`config.mk`:
```
export PLATFORM = sky130hd
export DESIGN_NAME = deadline_timer_queue_core
export DESIGN_NICKNAME = d
export VERILOG_FILES = /design/src/rtl/dtq_pkg.sv /design/src/rtl/dtq_front.sv /design/src/rtl/dtq_back.sv /design/src/rtl/deadline_timer_queue_core.sv
export SDC_FILE = /design/constraint.sdc
export NUM_CORES = 2
export LEC_CHECK = 0
export BUFFER_PORTS_ARGS = -buffer_cell sky130_fd_sc_hd__buf_2
export CORE_AREA = 10 10 383 385
export DETAILED_ROUTE_END_ITERATION = 12
export DIE_AREA = 0 0 393 395
export HOLD_SLACK_MARGIN = 0.08
export PLACE_DENSITY = 0.74
export RECOVER_POWER = 25
export REMOVE_ABC_BUFFERS = 1
export SKIP_LAST_GASP = 1
export SLEW_MARGIN = 20
export SYNTH_ARGS = -nofsm -noshare
export SYNTH_HDL_FRONTEND = slang
export SYNTH_SLANG_ARGS = --single-unit
```
`constraint.sdc`:
```
create_clock -name clock -period 17.25 [get_ports clock]
set_clock_uncertainty 0.1 [all_clocks]
set_input_delay 0 -clock clock [delete_from_list [all_inputs] [get_ports clock]]
set_output_delay 0 -clock clock [all_outputs]
set_load 0.01 [all_outputs]
```
`src/rtl/dtq_pkg.sv`:
```
// package of the deadline timer queue: widths, codes, queue beat type
// depends on nothing; imported by dtq_front, dtq_back, the top level and the bench
package dtq_pkg;

   localparam int SLOTS      = 16;
   localparam int SLOT_W     = $clog2(SLOTS);
   localparam int ORDER_W    = 8;
   localparam int TIME_W     = 64;
   localparam int MAX_FIRE   = 16;
   localparam int FIRE_W     = $clog2(MAX_FIRE + 1);
   localparam logic [TIME_W-1:0] NO_DEADLINE = '1;

   // opcodes of an input beat
   typedef enum logic [1:0] {
      OP_ARM    = 2'd0,
      OP_DISARM = 2'd1,
      OP_TICK   = 2'd2,
      OP_NOP    = 2'd3
   } op_type;

   // classified command between front and back
   typedef struct packed {
      op_type            op;
      logic              slot_ok;
      logic [SLOT_W-1:0] slot;
      logic [TIME_W-1:0] value;
   } cmd_type;

   // back end state machine
   typedef enum logic [2:0] {
      ST_IDLE,
      ST_SEARCH,
      ST_DECIDE,
      ST_SHIFT,
      ST_EMIT
   } state_type;

endpackage

```
`src/rtl/dtq_front.sv`:
```
// front end: takes input beats, checks the slot range, pushes a command queue
// depends on dtq_pkg
module dtq_front
   import dtq_pkg::*;
(
   input  logic              clock,
   input  logic              reset,
   input  logic              in_valid,
   output logic              in_ready,
   input  logic [1:0]        in_op,
   input  logic [3:0]        in_slot,
   input  logic [TIME_W-1:0] in_deadline,
   input  logic [TIME_W-1:0] in_time,
   output logic              cmd_valid,
   input  logic              cmd_pop,
   output cmd_type           cmd
);

   localparam int DEPTH = 2;

   cmd_type         queue_ff [DEPTH];
   logic            wr_ptr_ff, wr_ptr_in, rd_ptr_ff, rd_ptr_in;
   logic [1:0]      count_ff, count_in;
   cmd_type         new_cmd;
   logic            push;

   // classify the beat
   always_comb begin
      new_cmd.op      = op_type'(in_op);
      new_cmd.slot_ok = ({28'd0, in_slot} < SLOTS);
      new_cmd.slot    = in_slot[SLOT_W-1:0];
      new_cmd.value   = (op_type'(in_op) == OP_TICK) ? in_time : in_deadline;
   end

   assign in_ready  = (count_ff != 2'(DEPTH));
   assign push      = in_valid && in_ready;
   assign cmd_valid = (count_ff != 2'd0);
   assign cmd       = queue_ff[rd_ptr_ff];

   // queue pointers
   always_comb begin
      wr_ptr_in = push ? ~wr_ptr_ff : wr_ptr_ff;
      rd_ptr_in = cmd_pop ? ~rd_ptr_ff : rd_ptr_ff;
      count_in  = count_ff + 2'(push) - 2'(cmd_pop);
   end

   always_ff @(posedge clock) begin
      if (reset) begin
         wr_ptr_ff <= 1'b0;
         rd_ptr_ff <= 1'b0;
         count_ff  <= 2'd0;
      end else begin
         wr_ptr_ff <= wr_ptr_in;
         rd_ptr_ff <= rd_ptr_in;
         count_ff  <= count_in;
      end
   end

   // queue storage
   always_ff @(posedge clock) begin
      if (push) begin
         queue_ff[wr_ptr_ff] <= new_cmd;
      end
   end

endmodule

```
`src/rtl/dtq_back.sv`:
```
// back end: slot table, serial minimum search, firing and result register
// depends on dtq_pkg
module dtq_back
   import dtq_pkg::*;
(
   input  logic              clock,
   input  logic              reset,
   input  logic              cmd_valid,
   output logic              cmd_pop,
   input  cmd_type           cmd,
   output logic              out_valid,
   input  logic              out_ready,
   output logic              out_accepted,
   output logic              out_fired,
   output logic [3:0]        out_slot,
   output logic [TIME_W-1:0] out_earliest,
   output logic              out_last
);

   logic [TIME_W-1:0]  dl_ff [SLOTS];
   logic [ORDER_W-1:0] ord_ff [SLOTS];
   logic [SLOTS-1:0]   pend_ff, pend_in;
   logic [ORDER_W-1:0] cnt_ff, cnt_in;
   logic [TIME_W-1:0]  cache_ff, cache_in;
   state_type          state_ff, state_in;
   cmd_type            cur_ff, cur_in;
   logic [SLOT_W:0]    idx_ff, idx_in;
   logic               found_ff, found_in;
   logic [SLOT_W-1:0]  best_ff, best_in;
   logic [FIRE_W-1:0]  nfire_ff, nfire_in;
   logic               ov_ff, ov_in;
   logic               oacc_ff, oacc_in, ofire_ff, ofire_in, olast_ff, olast_in;
   logic [3:0]         oslot_ff, oslot_in;
   logic               hold_ff, hold_in;
   logic [3:0]         hslot_ff, hslot_in;
   logic               wr_arm;
   logic               do_shift;
   logic [SLOT_W-1:0]  rm_slot;
   logic [SLOT_W-1:0]  iw;
   logic               better;

   assign iw = idx_ff[SLOT_W-1:0];
   assign better = pend_ff[iw] && (!found_ff
                   || dl_ff[iw] < dl_ff[best_ff]
                   || (dl_ff[iw] == dl_ff[best_ff] && ord_ff[iw] < ord_ff[best_ff]));

   assign out_valid    = ov_ff;
   assign out_accepted = oacc_ff;
   assign out_fired    = ofire_ff;
   assign out_slot     = oslot_ff;
   assign out_earliest = cache_ff;
   assign out_last     = olast_ff;

   // next state and outputs
   always_comb begin
      state_in = state_ff;
      cur_in   = cur_ff;
      idx_in   = idx_ff;
      found_in = found_ff;
      best_in  = best_ff;
      nfire_in = nfire_ff;
      pend_in  = pend_ff;
      cnt_in   = cnt_ff;
      cache_in = cache_ff;
      ov_in    = ov_ff && !out_ready;
      oacc_in  = oacc_ff;
      ofire_in = ofire_ff;
      oslot_in = oslot_ff;
      olast_in = olast_ff;
      hold_in  = hold_ff;
      hslot_in = hslot_ff;
      cmd_pop  = 1'b0;
      wr_arm   = 1'b0;
      do_shift = 1'b0;
      rm_slot  = cur_ff.slot;
      unique case (state_ff)
         ST_IDLE: begin
            if (cmd_valid && !ov_in) begin
               cmd_pop  = 1'b1;
               cur_in   = cmd;
               ov_in    = 1'b1;
               oacc_in  = 1'b0;
               ofire_in = 1'b0;
               oslot_in = 4'd0;
               olast_in = 1'b1;
               case (cmd.op)
                  OP_ARM: begin
                     if (cmd.slot_ok && !pend_ff[cmd.slot]) begin
                        wr_arm   = 1'b1;
                        pend_in[cmd.slot] = 1'b1;
                        cnt_in   = cnt_ff + 1'b1;
                        oacc_in  = 1'b1;
                        if (cmd.value < cache_ff) cache_in = cmd.value;
                     end
                  end
                  OP_DISARM: begin
                     if (cmd.slot_ok && pend_ff[cmd.slot]) begin
                        do_shift = 1'b1;
                        rm_slot  = cmd.slot;
                        pend_in[cmd.slot] = 1'b0;
                        if (cnt_ff != '0) cnt_in = cnt_ff - 1'b1;
                        oacc_in  = 1'b1;
                     end
                  end
                  OP_TICK: begin
                     if (cmd.value >= cache_ff) begin
                        ov_in    = 1'b0;
                        cache_in = NO_DEADLINE;
                        nfire_in = '0;
                        hold_in  = 1'b0;
                        idx_in   = '0;
                        found_in = 1'b0;
                        state_in = ST_SEARCH;
                     end
                  end
                  default: ;
               endcase
            end
         end
         ST_SEARCH: begin
            if (better) begin
               found_in = 1'b1;
               best_in  = iw;
            end
            // first pass: earliest deadline that stays after firing, known before any beat
            if (nfire_ff == '0 && pend_ff[iw] && dl_ff[iw] > cur_ff.value
                && dl_ff[iw] < cache_ff) begin
               cache_in = dl_ff[iw];
            end
            idx_in = idx_ff + 1'b1;
            if (idx_ff == (SLOT_W+1)'(SLOTS - 1)) state_in = ST_DECIDE;
         end
         ST_DECIDE: begin
            if (found_ff && cur_ff.value >= dl_ff[best_ff]
                && nfire_ff != FIRE_W'(MAX_FIRE)) begin
               state_in = ST_SHIFT;
            end else begin
               if (found_ff) cache_in = dl_ff[best_ff];
               state_in = ST_EMIT;
            end
         end
         ST_SHIFT: begin
            // emit any previous fired beat in the same cycle as removing the next one
            if (!ov_in) begin
               if (hold_ff) begin
                  ov_in    = 1'b1;
                  oacc_in  = 1'b0;
                  ofire_in = 1'b1;
                  oslot_in = hslot_ff;
                  olast_in = 1'b0;
               end
               do_shift = 1'b1;
               rm_slot  = best_ff;
               pend_in[best_ff] = 1'b0;
               if (cnt_ff != '0) cnt_in = cnt_ff - 1'b1;
               hold_in  = 1'b1;
               hslot_in = 4'(best_ff);
               nfire_in = nfire_ff + 1'b1;
               idx_in   = '0;
               found_in = 1'b0;
               state_in = ST_SEARCH;
            end
         end
         ST_EMIT: begin
            if (!ov_in) begin
               ov_in    = 1'b1;
               oacc_in  = 1'b0;
               ofire_in = hold_ff;
               oslot_in = hold_ff ? hslot_ff : 4'd0;
               olast_in = 1'b1;
               state_in = ST_IDLE;
            end
         end
         default: state_in = ST_IDLE;
      endcase
   end

   always_ff @(posedge clock) begin
      if (reset) begin
         state_ff <= ST_IDLE;
         pend_ff  <= '0;
         cnt_ff   <= '0;
         cache_ff <= NO_DEADLINE;
         ov_ff    <= 1'b0;
         hold_ff  <= 1'b0;
      end else begin
         state_ff <= state_in;
         pend_ff  <= pend_in;
         cnt_ff   <= cnt_in;
         cache_ff <= cache_in;
         ov_ff    <= ov_in;
         hold_ff  <= hold_in;
      end
   end

   // payload registers
   always_ff @(posedge clock) begin
      cur_ff   <= cur_in;
      idx_ff   <= idx_in;
      found_ff <= found_in;
      best_ff  <= best_in;
      nfire_ff <= nfire_in;
      oacc_ff  <= oacc_in;
      ofire_ff <= ofire_in;
      oslot_ff <= oslot_in;
      olast_ff <= olast_in;
      hslot_ff <= hslot_in;
   end

   // slot table: arm writes, removal closes the order gap
   always_ff @(posedge clock) begin
      for (int i = 0; i < SLOTS; i++) begin
         if (wr_arm && cmd.slot == SLOT_W'(i)) begin
            dl_ff[i]  <= cmd.value;
            ord_ff[i] <= cnt_ff;
         end else if (do_shift && pend_ff[i] && SLOT_W'(i) != rm_slot
                      && ord_ff[i] > ord_ff[rm_slot]) begin
            ord_ff[i] <= ord_ff[i] - 1'b1;
         end
      end
   end

endmodule

```
`src/rtl/deadline_timer_queue_core.sv`:
```
// channel   | dir | beat contents
// req       | in  | tdata: operation, slot, deadline, current_time
// rsp       | out | tdata: accepted, fired, fired_slot, earliest_deadline; tlast
// arm, disarm, nop and a tick that is not due: result registered after the req beat
// passes the command queue, one beat per cycle while rsp is ready.
// a due tick runs the serial minimum search over the slots before the first fire
// and again after each one, then emits its last beat.
// reset clears pending flags, the queue and the cached deadline at once.
// the two-entry command queue keeps req open for up to two beats while rsp stalls.
module deadline_timer_queue_core
   import dtq_pkg::*;
(
   input  logic         clock,
   input  logic         reset,
   input  logic         req_tvalid,
   output logic         req_tready,
   // operation[1:0], slot[5:2], deadline[69:6], current_time[133:70], zero fill
   input  logic [135:0] req_tdata,
   output logic         rsp_tvalid,
   input  logic         rsp_tready,
   // accepted[0], fired[1], fired_slot[5:2], earliest_deadline[69:6], zero fill
   output logic [71:0]  rsp_tdata,
   output logic         rsp_tlast
);

   logic              cmd_valid, cmd_pop;
   cmd_type           cmd;
   logic              acc, fir;
   logic [3:0]        fslot;
   logic [TIME_W-1:0] earliest;

   dtq_front u_front (
      .clock, .reset,
      .in_valid(req_tvalid), .in_ready(req_tready),
      .in_op(req_tdata[1:0]), .in_slot(req_tdata[5:2]),
      .in_deadline(req_tdata[69:6]), .in_time(req_tdata[133:70]),
      .cmd_valid, .cmd_pop, .cmd
   );

   dtq_back u_back (
      .clock, .reset, .cmd_valid, .cmd_pop, .cmd,
      .out_valid(rsp_tvalid), .out_ready(rsp_tready),
      .out_accepted(acc), .out_fired(fir), .out_slot(fslot),
      .out_earliest(earliest), .out_last(rsp_tlast)
   );

   assign rsp_tdata = {2'b00, earliest, fslot, fir, acc};

endmodule

```
# After elaboration in Yosys (flattened, before gate mapping)
# Memory sizes are Yosys's and may differ from the RTL's. A register that Yosys moved wholly into a read port is not among the register bits.
# Cells that the tools add are included.
# word_totals
ram_bits	1292
out_inout_bits	75
regBits	191
elab_cells	518
in_bits	140
memories	3
# op_classes
n_reduce_logical	120
eq_ne	58
muxes	243
add_sub_neg	22
n_lt_le_gt_ge	28
bitwise_logic	24
# mem_list
memory	words	word_bits	read_ports	rd_ports_with_merged_regs	wr	line_no	rtl
u_back.dl_ff	16	64	2	2	1	dtq_back.sv:20	logic [TIME_W-1:0] dl_ff [SLOTS];
u_front.queue_ff	2	70	1	1	1	dtq_front.sv:21	cmd_type queue_ff [DEPTH];
u_back.ord_ff	16	8	19	2	16	dtq_back.sv:21	logic [ORDER_W-1:0] ord_ff [SLOTS];
# ops
cell	n
$mux W64	23
$reduce_or A64 Y1	15
$lt A64 B64 Y1	3
$pmux W64 S3	1
$mux W8	21
$sub A8 B1 Y8 const B	17
$mux W1	132
$ge A64 B64 Y1	2
$gt A8 B8 Y1	16
$pmux W64 S2	1
$mux W4	28
$logic_and A1 B1 Y1	76
$eq A64 B64 Y1	1
$gt A64 B64 Y1	1
$mux W16	4
$pmux W16 S2	2
$and A16 B16 Y16	2
$eq A4 B4 Y1 const B	8
$ne A4 B4 Y1 const A	8
$not A16 Y16	2
$pmux W8 S2	2
$mux W5	5
$mux W3	7
$reduce_and A6 Y1	3
other kinds (50)	115

# Longest topological paths before layout
# depth
ltp_word	27
depth_mapped	23
ltp_nobuf	19

# Hierarchy
# A second synthesis with hierarchy kept.
# hier_totals
hier_cells	5333
area_unflattened_um2	82322.7
# modules_own_cells
module	area_per_inst_um2	cells_per_inst	n_inst
dtq_back	76189.3	5007	1
dtq_front	6099.6	321	1
deadline_timer_queue_core	33.8	5	1

# Worst setup path after synthesis
# Ideal clock, no wire load.
# synth_timing
path_kind	reg-to-reg
from	reg u_back.state_ff[0]
to	mem u_back.ord_ff[0][0] (enable)
t_required_ps	16834
arrival_time_ps	6658
path_buffers	1
period_less_slack_ps	7074
slack_ps	10176
path_stages_with_launch	10
cell_sequence	dfxtp_1 > clkbuf_1 > nor3_1 > nand2_1 > inv_1 > nand2_1 > nor3_1 > nand2_1 > nor2_1 > or2_2
# synth_lines
element	line_no	rtl
start, declared	dtq_back.sv:25	state_type state_ff, state_in;
start signal, assigned	dtq_back.sv:187	state_ff <= state_in;
end, declared	dtq_back.sv:21	

==> results.py <==
metrics = {
    "synthesis": {
        "synthCells": 5379,
        "synth_area_um2": 82600,
        "ys_seq_elements": 1492,
        "synth_adder_area_share_pct": 7.25,
        "synth_ff_type": "edfxtp_1",
        "yosysUniqueCellTypes": 88,
        "synth_edf_count": 1386,
        "synth-xor-area-share_pct": 1.13,
        "synth_top_family_by_area": "multiplexers",
        "synthArstFlopShare_pct": 0,
        "postSynthAreaPerCell_um2": 15.4,
        "synth_warnings": 0,
        "synth-seq-area-share_pct": 52.9,
        "muxShareOfSynthArea_pct": 24.6,
        "synth-compound-area-share_pct": 6.06,
        "yosys.area_share.simple_pct": 5.22,
    },
    "grt": {
        "grtUsageMet1_pct": 43.9,
        "grt_pass1_wl_mm": 369,
        "grt_max_degree": 138,
        "use_met3_pct": 8.04,
        "grt_pass1_vias": 55753,
        "antenna_found_initial": 5,
        "use_met2_pct": 49.7,
        "grt_overflow": 0,
        "grt_use_total_pct": 32.2,
        "gr-max-usage-layer": "met2",
    },
    "floorplan": {
        "core_um2": 139000,
        "die_area_um2": 155000,
        "die_width_um": 393,
        "pin_count": 215,
        "initial_core_util_pct": 59.5,
        "die_h_um": 395,
        "fp-row-count": 137,
    },
    "layout": {
        "final_cells": 7751,
        "layout-drive-gt1-share_pct": 24.0,
        "fin_area_um2": 93400,
        "final_net_count": 6431,
        "postLayoutCoreUtil_pct": 67.3,
        "synthToLayoutAreaGrowth_pct": 13.1,
        "n_fill_cell": 9317,
    },
    "critical_path": {
        "crit_fanout": 42,
        "r2r_end": "u_back.ord_ff[13][7]",
        "required_ns": 17.70,
        "r2r_slack_ns": 6.11,
        "cp-start-kind": "flop",
        "ff2ff_path_depth": 21,
        "endpoint_kind": "flop",
        "setup.worst_path.end": "u_back.ord_ff[13][7]",
        "crit_type": "reg -> reg",
        "arrival_ns": 11.59,
    },
    "timing": {
        "hold_violations": 0,
        "min_period_ns": 11.14,
        "post-route-period-util_pct": 64.6,
        "max_slew_margin_pct": -102,
        "worst_slack_ns": 6.11,
        "final.setup.tns_ns": 0,
        "final_max_slew_viol_count": 199,
        "worst_pin_slew_ns": 3.04,
        "rsz0062_at_grt": "no",
        "fmaxAchievable_mhz": 89.8,
        "finalSetupViolCount": 0,
    },
    "clock_tree": {
        "root_buffer": "clkbuf_16",
        "cts_buffers": 159,
        "cts_tree": "built",
        "clock_sinks": 1492,
        "cts_buffer_depth": 3,
        "path_clk_slew_ns": 0.07,
        "ctsResizeCount": 0,
        "clk_latency_ns": 0.82,
        "htreeDepth": 4,
    },
    "placed_design": {
        "io_buffers": 210,
        "hpwl_mm": 151,
        "detailed_place.area_um2": 85700,
        "post-place-cells": 7188,
        "pre_cts_slack_ns": 8.01,
        "gp_congestion": 0.943,
    },
    "hold_path": {
        "hp-class": "in -> reg",
        "hold_path_startpoint": "req_tdata[21]",
    },
    "drt": {
        "drc_errors": 0,
        "drt_iter0_drc": 7280,
        "ant_nets": 0,
        "first_pass_iters": 7,
        "drt-wirelength-per-cell_um": 32.3,
        "vias": 55242,
        "routed_wl_mm": 250,
        "viasPerCell": 7.13,
    },
    "power_and_ir_drop": {
        "ir_worst_vdd_mv": 0.104,
        "power.leakage_nw": 34.1,
        "powerDensity_nw_per_um2": 128,
    },
    "outcome": {
        "status": "finished, violations left",
        "violations": "max-capacitance violations, max-slew violations",
    },
    "run": {
        "cap_violations": 6,
    },
}
power by group:
| group | switching [mW] | total, mW | leakage (nW) | internal (mW) |
|---|---|---|---|---|
| Clock | 1.48 | 3.41 | 2.48 | 1.93 |
| Sequential | 0.204 | 4.70 | 13.5 | 4.50 |
| Combinational | 2.45 | 3.84 | 18.1 | 1.40 |
cell usage after synthesis, drive strengths merged (6+ instances only):
cell	number	area (µm²)
o21ai	182	915
mux2i	158	1590
xnor2	32	280
nor4	34	213
buf	101	518
clkbuf	196	736
a221oi	6	70.1
edfxtp	1386	41600
a21o	89	668
nor2b	39	244
nand2	138	518
nor3	78	390
nand3	45	225
nand2b	36	233
o22ai	12	75.1
or2	20	125
a22oi	68	510
a31oi	29	181
a211oi	74	561
and2	8	50.1
a2111oi	8	88.8
nor3b	12	90.1
mux4	724	16300
dfxtp	106	2120
nor2	346	1320
xor2	75	657
inv	274	1030
o211ai	8	60.1
or3	9	56.3
a21oi	167	1020
mux2	216	2430
ha	479	5990
nand4	92	576
nor4b	6	52.6
o2111ai	20	175
o31ai	7	66.3
o21a	16	120
and3	9	56.3
registers in the layout, summed over array words and instances, names as in the netlist, 5 cells and up, named ones only:
signal and cells:
u_back.idx_ff 5, u_back.cur_ff 68, u_back.nfire_ff 5, u_back.ord_ff 128
u_back.cnt_ff 8, u_back.out_earliest 64, u_front.queue_ff 140, u_back.dl_ff 1024
per-stage QoR:
step	hold slack [ns]	total power [mW]
2_1_floorplan	-0.0309	7.29
3_3_place_gp	0.109	8.33
3_5_place_dp	0.111	8.45
4_1_cts	0.0841	11.9
5_1_grt	0.0906	12.5
6_report	0.144	12.0
cell usage in the layout, fill, tap and decap left out, types with 157 or more instances in the layout:
master         instances
mux2i_1              157
mux4_2               724
dlygate4sd3_1        270
clkbuf_16            163
inv_1                270
mux2_2               159
edfxtp_1            1386
o21ai_0              180
nor2_1               325
ha_1                 479
how the worst min path moves through the flow:
stage,endpoint,slack [ns],cells past startpoint
2_1_floorplan,flop,-0.03,1
3_3_place_gp,u_front.queue_ff[0][69],0.11,1
3_5_place_dp,u_front.queue_ff[1][69],0.11,1
4_1_cts,u_front.queue_ff[1][15],0.08,3
5_1_grt,u_front.queue_ff[1][15],0.09,3
6_report,u_front.queue_ff[1][15],0.14,3
what timing repair did:
| action | in CTS | in global routing |
|---|---|---|
| setup endpoints to repair | 0 | 0 |
| setup buffers | 0 | 0 |
| endpoints found under the hold margin | 304 | 0 |
| hold buffers | 270 | 0 |
worst max-delay path, stage by stage (launching register included):
cell	delay [ns]
dfxtp_1	1.92
clkbuf_1	1.92
or3b_2	0.45
a21oi_1	0.09
or4_4	0.58
a2111o_4	0.59
mux2i_4	0.18
buf_4	0.35
nand2b_4	0.48
buf_4	0.60
mux2i_1	0.26
a211oi_1	0.12
or4_1	1.14
ha_1	0.44
nor2b_1	0.10
o21ai_0	0.09
nand2b_1	0.08
a21oi_1	0.06
o21ai_0	0.21
o2111ai_1	0.20
a21oi_4	0.41
mux2_2	0.38
kinds of logic after synthesis:
logic type	count (synthesis)
compound gates	737
xor+xnor	107
fa+ha+maj	479
buf+inv	573
flops	1492
mux	1098
other cells	1
simple gates	892
metal layers:
layer	vias up	share of wire (%)	wire (µm)
li1	22693	-	-
met1	28148	37	92700
met4	4	4.5	11300
met3	661	12	30800
met2	3736	46	116000
met5	-	0.0084	21
area by class of cell:
type,instances,area (µm²),area share [%]
repair buffers,568,4360,4.67
inverters,276,1040,1.11
diodes,4,10.0,0.0107
clock buffers,201,4300,4.61
flip-flops and latches,1492,43800,46.9
clock inverters,88,831,0.889
well taps,1807,2260,2.42
multi-input cells,3315,36800,39.4
(Power assumes the default switching activity.)
